**config.mk**
```make
export PLATFORM = sky130hd
export DESIGN_NAME = dma_register_write_sequencer
export DESIGN_NICKNAME = d
export VERILOG_FILES = /design/src/sv/dmaws_pkg.sv /design/src/sv/dmaws_decode.sv /design/src/sv/dma_register_write_sequencer.sv
export SDC_FILE = /design/constraint.sdc
export NUM_CORES = 1
export LEC_CHECK = 0
export ABC_AREA = 0
export BUFFER_PORTS_ARGS = -buffer_cell sky130_fd_sc_hd__buf_4
export CORE_MARGIN = 2
export CORE_UTILIZATION = 61
export DETAILED_ROUTE_END_ITERATION = 10
export GPL_TIMING_DRIVEN = 0
export PLACE_DENSITY_LB_ADDON = 0.05
export SKIP_CTS_REPAIR_TIMING = 1
export SKIP_LAST_GASP = 1
export SYNTH_ARGS = -nofsm -noshare
export SYNTH_HDL_FRONTEND = slang
export SYNTH_HIERARCHICAL = 1
export SYNTH_SLANG_ARGS = --single-unit
```
**constraint.sdc**
```tcl
create_clock -name aclk -period 6.7 [get_ports aclk]
set_input_delay 2.01 -clock aclk [delete_from_list [all_inputs] [get_ports aclk]]
set_output_delay 2.01 -clock aclk [all_outputs]
set_load 0.05 [all_outputs]
```
**src/sv/dmaws_pkg.sv**
```systemverilog
// ----------------------------------------------------------------------------
// dmaws_pkg
// Types, register indexes and command codes shared by the DMA write
// sequencer, its decoder and its checker.
// ----------------------------------------------------------------------------
package dmaws_pkg;

    localparam int DATA_W    = 8;
    localparam int TGT_W     = 5;
    localparam int CMD_W     = 5;
    localparam int PCOUNT_W  = 3;
    localparam int PUSH_MAX  = 4;   // most follow-ups one byte can queue
    localparam int PUSH_CW   = 3;
    localparam int M_TDATA_W = 24;

    localparam logic [DATA_W-1:0] READ_VALUE = 8'hff;

    // Register indexes
    localparam logic [TGT_W-1:0] R_WR0    = 5'd0;
    localparam logic [TGT_W-1:0] R_WR1    = 5'd1;
    localparam logic [TGT_W-1:0] R_WR2    = 5'd2;
    localparam logic [TGT_W-1:0] R_WR3    = 5'd3;
    localparam logic [TGT_W-1:0] R_WR4    = 5'd4;
    localparam logic [TGT_W-1:0] R_WR5    = 5'd5;
    localparam logic [TGT_W-1:0] R_WR6    = 5'd6;
    localparam logic [TGT_W-1:0] R_A_LO   = 5'd7;
    localparam logic [TGT_W-1:0] R_A_HI   = 5'd8;
    localparam logic [TGT_W-1:0] R_LEN_LO = 5'd9;
    localparam logic [TGT_W-1:0] R_LEN_HI = 5'd10;
    localparam logic [TGT_W-1:0] R_TIM_A  = 5'd11;
    localparam logic [TGT_W-1:0] R_TIM_B  = 5'd12;
    localparam logic [TGT_W-1:0] R_MASK   = 5'd13;
    localparam logic [TGT_W-1:0] R_CMP    = 5'd14;
    localparam logic [TGT_W-1:0] R_B_LO   = 5'd15;
    localparam logic [TGT_W-1:0] R_B_HI   = 5'd16;
    localparam logic [TGT_W-1:0] R_IRQ    = 5'd17;
    localparam logic [TGT_W-1:0] R_PULSE  = 5'd18;
    localparam logic [TGT_W-1:0] R_VEC    = 5'd19;
    localparam logic [TGT_W-1:0] R_RMASK  = 5'd20;

    // WR6 command codes
    localparam logic [CMD_W-1:0] CMD_NONE      = 5'd0;
    localparam logic [CMD_W-1:0] CMD_RESET     = 5'd1;
    localparam logic [CMD_W-1:0] CMD_RST_PA    = 5'd2;
    localparam logic [CMD_W-1:0] CMD_RST_PB    = 5'd3;
    localparam logic [CMD_W-1:0] CMD_LOAD      = 5'd4;
    localparam logic [CMD_W-1:0] CMD_CONTINUE  = 5'd5;
    localparam logic [CMD_W-1:0] CMD_DIS_INT   = 5'd6;
    localparam logic [CMD_W-1:0] CMD_EN_INT    = 5'd7;
    localparam logic [CMD_W-1:0] CMD_RST_DIS   = 5'd8;
    localparam logic [CMD_W-1:0] CMD_EN_AFTER  = 5'd9;
    localparam logic [CMD_W-1:0] CMD_RD_STAT   = 5'd10;
    localparam logic [CMD_W-1:0] CMD_REINIT_ST = 5'd11;
    localparam logic [CMD_W-1:0] CMD_INIT_RD   = 5'd12;
    localparam logic [CMD_W-1:0] CMD_FORCE_RDY = 5'd13;
    localparam logic [CMD_W-1:0] CMD_ENABLE    = 5'd14;
    localparam logic [CMD_W-1:0] CMD_DISABLE   = 5'd15;
    localparam logic [CMD_W-1:0] CMD_RD_MASK   = 5'd16;
    localparam logic [CMD_W-1:0] CMD_INVALID   = 5'd17;

    typedef struct packed {
        logic [DATA_W-1:0] read_data;
        logic              stored;
        logic [TGT_W-1:0]  target_register;
        logic [CMD_W-1:0]  command_code;
    } result_t;

    typedef struct packed {
        logic [PUSH_MAX-1:0][TGT_W-1:0] entry;   // entry 0 goes in first
        logic [PUSH_CW-1:0]             count;
        logic                           pop;
    } push_t;

    function automatic logic [CMD_W-1:0] classify_cmd(input logic [DATA_W-1:0] v);
        logic [CMD_W-1:0] c;
        case (v)
            8'hc3:   c = CMD_RESET;
            8'hc7:   c = CMD_RST_PA;
            8'hcb:   c = CMD_RST_PB;
            8'hcf:   c = CMD_LOAD;
            8'hd3:   c = CMD_CONTINUE;
            8'haf:   c = CMD_DIS_INT;
            8'hab:   c = CMD_EN_INT;
            8'ha3:   c = CMD_RST_DIS;
            8'hb7:   c = CMD_EN_AFTER;
            8'hbf:   c = CMD_RD_STAT;
            8'h8b:   c = CMD_REINIT_ST;
            8'ha7:   c = CMD_INIT_RD;
            8'hb3:   c = CMD_FORCE_RDY;
            8'h87:   c = CMD_ENABLE;
            8'h83:   c = CMD_DISABLE;
            8'hbb:   c = CMD_RD_MASK;
            default: c = CMD_INVALID;
        endcase
        return c;
    endfunction

endpackage

```
**src/sv/dmaws_decode.sv**
```systemverilog
// ----------------------------------------------------------------------------
// dmaws_decode
// Decodes one port access: base register, follow-up target, WR6 command and
// the follow-up registers to queue, packed in hardware pop order reversed.
// ----------------------------------------------------------------------------
module dmaws_decode (
    input  logic                            action,
    input  logic [dmaws_pkg::DATA_W-1:0]    write_data,
    input  logic                            pending,      // follow-up expected
    input  logic [dmaws_pkg::TGT_W-1:0]     pop_target,
    output dmaws_pkg::result_t              result,
    output dmaws_pkg::push_t                push
);
    import dmaws_pkg::*;

    logic [PUSH_MAX-1:0][TGT_W-1:0] cand;
    logic [PUSH_MAX-1:0]            cand_en;
    logic [DATA_W-1:0]              v;
    logic                           pop;

    assign v = write_data;

    always_comb begin
        result  = '0;
        cand    = '0;
        cand_en = '0;
        pop     = 1'b0;
        if (action) begin
            result.read_data = READ_VALUE;
        end else if (pending) begin
            pop                    = 1'b1;
            result.stored          = 1'b1;
            result.target_register = pop_target;
            if (pop_target == R_IRQ) begin
                cand[0] = R_VEC;   cand_en[0] = v[4];
                cand[1] = R_PULSE; cand_en[1] = v[3];
            end
        end else if (!v[7]) begin
            result.stored = 1'b1;
            if (v[1:0] != 2'b00) begin
                result.target_register = R_WR0;
                cand[0] = R_LEN_HI; cand_en[0] = v[6];
                cand[1] = R_LEN_LO; cand_en[1] = v[5];
                cand[2] = R_A_HI;   cand_en[2] = v[4];
                cand[3] = R_A_LO;   cand_en[3] = v[3];
            end else if (v[2:0] == 3'b100) begin
                result.target_register = R_WR1;
                cand[0] = R_TIM_A; cand_en[0] = v[6];
            end else begin
                result.target_register = R_WR2;
                cand[0] = R_TIM_B; cand_en[0] = v[6];
            end
        end else begin
            case (v[1:0])
                2'b00: begin
                    result.stored          = 1'b1;
                    result.target_register = R_WR3;
                    cand[0] = R_CMP;  cand_en[0] = v[4];
                    cand[1] = R_MASK; cand_en[1] = v[3];
                end
                2'b01: begin
                    result.stored          = 1'b1;
                    result.target_register = R_WR4;
                    cand[0] = R_IRQ;  cand_en[0] = v[4];
                    cand[1] = R_B_HI; cand_en[1] = v[3];
                    cand[2] = R_B_LO; cand_en[2] = v[2];
                end
                2'b11: begin
                    result.stored          = 1'b1;
                    result.target_register = R_WR6;
                    result.command_code    = classify_cmd(v);
                    cand[0] = R_RMASK; cand_en[0] = (v == 8'hbb);
                end
                default: begin
                    // low bits 10: only WR5 matches, anything else is dropped
                    if ((v & 8'hc7) == 8'h82) begin
                        result.stored          = 1'b1;
                        result.target_register = R_WR5;
                    end
                end
            endcase
        end
    end

    // pack the enabled candidates, keeping their order
    always_comb begin
        push.pop   = pop;
        push.entry = '0;
        push.count = '0;
        for (int k = 0; k < PUSH_MAX; k++) begin
            if (cand_en[k]) begin
                push.entry[push.count[1:0]] = cand[k];
                push.count = push.count + PUSH_CW'(1);
            end
        end
    end

endmodule

```
**src/sv/dma_register_write_sequencer.sv**
```systemverilog
// ----------------------------------------------------------------------------
// dma_register_write_sequencer
// Write sequencer for the control port of a Z80-style DMA controller.
// ----------------------------------------------------------------------------
// Each request is one processor access to the DMA port and yields exactly one
// result. A request passes an input register, is decoded combinationally
// against the pending follow-up list and lands in the result register, so a
// new request is taken every clock while the result side keeps up; the
// result register drives m_axis_tvalid. The follow-up list is a small
// register stack of PENDING_DEPTH entries; pushes beyond its depth are lost.
// No clearing pass is needed after reset.
module dma_register_write_sequencer #(
    parameter int PENDING_DEPTH = 4
) (
    input  logic        aclk,
    input  logic        aresetn,
    input  logic        s_axis_tvalid,
    output logic        s_axis_tready,
    input  logic [7:0]  s_axis_tdata,   // [7:0] write_data
    input  logic        s_axis_tuser,   // [0] action
    output logic        m_axis_tvalid,
    input  logic        m_axis_tready,
    // [7:0] read_data, [8] stored, [13:9] target_register,
    // [18:14] command_code, [21:19] pending_count, [23:22] zero
    output logic [dmaws_pkg::M_TDATA_W-1:0] m_axis_tdata
);
    import dmaws_pkg::*;

    localparam int IDX_W = $clog2(PENDING_DEPTH);
    localparam int TOP_W = $clog2(PENDING_DEPTH + 1);
    localparam int SUM_W = TOP_W + PUSH_CW;

    logic              in_valid_reg;
    logic              in_action_reg;
    logic [DATA_W-1:0] in_data_reg;

    logic [TGT_W-1:0]  list_reg  [PENDING_DEPTH];
    logic [TGT_W-1:0]  list_next [PENDING_DEPTH];
    logic [TOP_W-1:0]  top_reg, top_next;

    logic              out_valid_reg;
    result_t           out_res_reg;
    logic [PCOUNT_W-1:0] out_count_reg;

    logic              advance, fire;
    logic [IDX_W-1:0]  pop_idx;
    result_t           dec_res;
    push_t             dec_push;
    logic [TOP_W-1:0]  base;
    logic [SUM_W-1:0]  sum;

    assign advance       = !out_valid_reg || m_axis_tready;
    assign fire          = in_valid_reg && advance;
    assign s_axis_tready = !in_valid_reg || advance;
    assign pop_idx       = IDX_W'(top_reg - TOP_W'(1));

    dmaws_decode u_decode (
        .action     (in_action_reg),
        .write_data (in_data_reg),
        .pending    (top_reg != '0),
        .pop_target (list_reg[pop_idx]),
        .result     (dec_res),
        .push       (dec_push)
    );

    always_comb begin
        logic [SUM_W-1:0] pos;
        base      = dec_push.pop ? top_reg - TOP_W'(1) : top_reg;
        list_next = list_reg;
        for (int k = 0; k < PUSH_MAX; k++) begin
            pos = SUM_W'(base) + SUM_W'(k);
            if (PUSH_CW'(k) < dec_push.count && pos < SUM_W'(PENDING_DEPTH)) begin
                list_next[pos[IDX_W-1:0]] = dec_push.entry[k];
            end
        end
        sum      = SUM_W'(base) + SUM_W'(dec_push.count);
        top_next = (sum > SUM_W'(PENDING_DEPTH)) ? TOP_W'(PENDING_DEPTH) : TOP_W'(sum);
    end

    always_ff @(posedge aclk) begin
        if (!aresetn) begin
            in_valid_reg  <= 1'b0;
            out_valid_reg <= 1'b0;
            top_reg       <= '0;
        end else begin
            if (s_axis_tready) begin
                in_valid_reg <= s_axis_tvalid;
            end
            if (advance) begin
                out_valid_reg <= in_valid_reg;
            end
            if (fire) begin
                top_reg <= top_next;
            end
        end
    end

    always_ff @(posedge aclk) begin
        if (s_axis_tvalid && s_axis_tready) begin
            in_action_reg <= s_axis_tuser;
            in_data_reg   <= s_axis_tdata;
        end
        if (fire) begin
            list_reg      <= list_next;
            out_res_reg   <= dec_res;
            out_count_reg <= PCOUNT_W'(top_next);
        end
    end

    assign m_axis_tvalid = out_valid_reg;
    assign m_axis_tdata  = {2'b00, out_count_reg, out_res_reg.command_code,
                            out_res_reg.target_register, out_res_reg.stored,
                            out_res_reg.read_data};

endmodule

```
==> impl_metrics.json <==
{
  "start_util_pct": 61.97,
  "synthTopCellsByArea": "edfxtp_1 37%, ha_1 6.6%, buf_4 3.8%",
  "synth_seq_cells": 56,
  "slew_headroom_pct": 29.32,
  "synth_area_leader_cell": "edfxtp_1",
  "htree_levels": 2,
  "drive_gt1_share_pct": 24.67,
  "combPwrFrac_pct": 34.6,
  "firstDrtPassIters": 6,
  "p_sw_mw": 0.3295,
  "synth-edff-count": 51,
  "final_util_pct": 68.95,
  "p_leak_nw": 1.796,
  "wl_um": 9643,
  "drv_cap": 0,
  "fin_setup_tns_ns": 0,
  "required_ns": 6.95,
  "core-area_um2": 6681,
  "grt_max_degree": 43,
  "fin_skew_ns": 0.007208,
  "crit_type": "flip-flop to flip-flop",
  "fp-row-count": 30,
  "synthToLayoutAreaGrowth_pct": 11.27,
  "setup_viol": 0,
  "routabilityCongestion": 0.9177,
  "finalCritPeriodShare_pct": 87.13,
  "tritoncts.num_buffers": 5,
  "syn-cell-area_um2": 4140,
  "vias": 3269,
  "drt_iter0_drc": 264,
  "holdCritPathClass": "flip-flop to flip-flop",
  "grt_antenna_before_repair": 0,
  "largest_register_ff_count": 20,
  "routedWlPerCell_um": 18.19,
  "cts_sinks": 56,
  "grt_pass1_vias": 3129,
  "cts_tree": "yes",
  "fill_cells": 558,
  "die-area_um2": 7462,
  "nets": 485,
  "yosys_most_used_dff": "edfxtp_1",
  "rsz0062_at_grt": "no",
  "cts.reportedPaths.clkPinSlew_ns": 0.10,
  "dp_hpwl_um": 6976,
  "power.density_nw_per_um2": 205.0,
  "start_kind": "flip-flop",
  "cp.arrival_ns": 6.09,
  "synthMostInstantiatedCell": "edfxtp_1",
  "p_sw_share_pct": 34.90,
  "whs_ns": 0.5502,
  "fp.dieH_um": 86.39,
  "hold_viol": 0,
  "syn_area_per_cell_um2": 10.25,
  "final_area_um2": 4607,
  "ys_top_cells_by_count": "51 x edfxtp_1, 32 x nand2_1, 25 x nor2_1",
  "peakVddDrop_v": 0.0001181,
  "syn-instance-count": 404,
  "io_pins": 39,
  "async_flop_share_pct": 0,
  "yosys_warnings": 6,
  "layout_min_cycle_time_ns": 5.838,
  "ant_nets": 0,
  "grt_use_total_pct": 26.69,
  "status": "finished, final reports clean",
  "pwr-share-seq_pct": 45.4,
  "grt_remaining_overflow": 0,
  "synth.yosys.seq_area_share_pct": 39.41,
  "diodes": 0,
  "netlist.area_leader.share_pct": 36.99,
  "p_clk_share_pct": 20.0,
  "clk_latency_ns": 0.31,
  "crit_path_end_kind": "flip-flop",
  "grt_pass1_wl_um": 15630,
  "critPathMaxFanout": 10,
  "die_w_um": 86.39,
  "synth_cell_types": 82,
  "ctsRootBufferMaster": "clkbuf_8",
  "drc": 0,
  "internal_power_mw": 0.6147,
  "port_buffers": 36,
  "report.final.slew_viol_count": 0,
  "placed_cell_area_um2": 4518,
  "tightest_slew_ns": 1.046,
  "max_freq_ghz": 0.1713,
  "clk_path_buf_depth": 2,
  "avgViaCountPerCell": 6.168
}
==> power by group through the flow <==
stage | combinational [mW] | clock (mW) | sequential [mW]
global placement | 0.315 | 0 | 0.436
floorplan | 0.218 | 0 | 0.461
CTS | 0.323 | 0.192 | 0.429
detailed placement | 0.321 | 0 | 0.436
global route | 0.356 | 0.200 | 0.432
finish | 0.327 | 0.189 | 0.429
==> layout by cell type (no fill, tap or decap), types with 4 or more instances in the layout <==
cell type | netlist | layout
buf_4 | 21 | 57
edfxtp_1 | 51 | 51
nand2_1 | 32 | 32
nor2_1 | 25 | 25
a21oi_1 | 23 | 23
ha_1 | 22 | 22
o21ai_0 | 20 | 20
inv_1 | 20 | 19
mux2i_1 | 15 | 15
nand2b_1 | 8 | 8
clkbuf_1 | 7 | 8
nor2b_1 | 7 | 7
a31oi_1 | 7 | 7
and2_1 | 6 | 6
clkbuf_8 | 1 | 6
nor3_1 | 6 | 6
buf_6 | 5 | 5
a21oi_2 | 5 | 5
mux2_2 | 5 | 5
mux4_2 | 5 | 5
o22ai_1 | 5 | 5
nand3_1 | 5 | 5
o221ai_1 | 5 | 5
dfxtp_1 | 5 | 5
nor4_1 | 5 | 5
conb_1 | 2 | 4
==> cell type report <==
cell class,count,area [µm²],share of cell area [%]
Timing Repair Buffer,36,270.3,5.866
Inverter,21,78.83,1.711
Clock buffer,6,72.57,1.575
Multi-Input combinational cell,293,2176,47.23
Tap cell,80,100.1,2.173
Buffer,36,261.5,5.676
Clock inverter,2,16.27,0.3531
Sequential cell,56,1632,35.42
==> stage by stage <==
stage	setup slack (ns)	std cells	power (mW)
after floorplan	1.878	406	0.6794
after CTS	0.9930	530	0.9437
final	0.8622	530	0.9443
after global placement	1.162	522	0.7514
after global routing	0.4143	530	0.9877
after detailed placement	1.060	522	0.7579
==> worst paths after layout <==
kind | from | to | slack (ns) | depth (start not counted)
max | top_reg[1] | top_reg[1] | 0.86 | 21
min | in_valid_reg | m_axis_tvalid | 0.55 | 1
max reg2reg | top_reg[1] | top_reg[1] | 0.86 | 21
min reg2reg | in_valid_reg | m_axis_tvalid | 0.55 | 1
==> cell families (layout without fill, tap and decap cells) <==
kind of cell	Yosys count	count (layout)	share of synthesized area [%]
AOI/OAI and AO/OA	107	107	18.53
xor gates and xnor gates	6	6	1.269
adders and majority gates	23	23	7.132
buffers and inverters	57	101	8.220
DFF	56	56	39.41
muxes	25	25	7.706
other	2	4	0.1814
and+or+nand+nor	128	128	17.56
==> layer usage <==
metal | global-route usage, % | part of all wire (%) | routed length (µm) | vias to the layer above
met5 | 0 | 0 | 0 | -
met2 | 45.17 | 48 | 4611 | 136
met3 | 3.524 | 6.1 | 589 | 19
met1 | 36.11 | 44 | 4282 | 1535
met4 | 7.386 | 1.7 | 160 | 0
li1 | - | - | - | 1579
==> worst max-delay path, stage by stage, from the launching register on <==
cell      delay, ns
dfxtp_1        0.47
inv_1          0.10
ha_1           0.28
buf_4          0.18
mux4_2         0.37
nor4b_2        0.44
nand4_1        0.28
o21ai_0        0.17
nand2_1        0.13
inv_1          0.10
ha_1           0.28
xnor2_1        0.40
inv_1          0.12
ha_1           0.28
mux2i_1        0.52
inv_1          0.14
fa_1           0.61
nand2b_1       0.07
a211o_1        0.28
a211oi_1       0.31
a22oi_1        0.11
nor2b_1        0.13
Note: power is estimated with default switching activity, not from simulation.
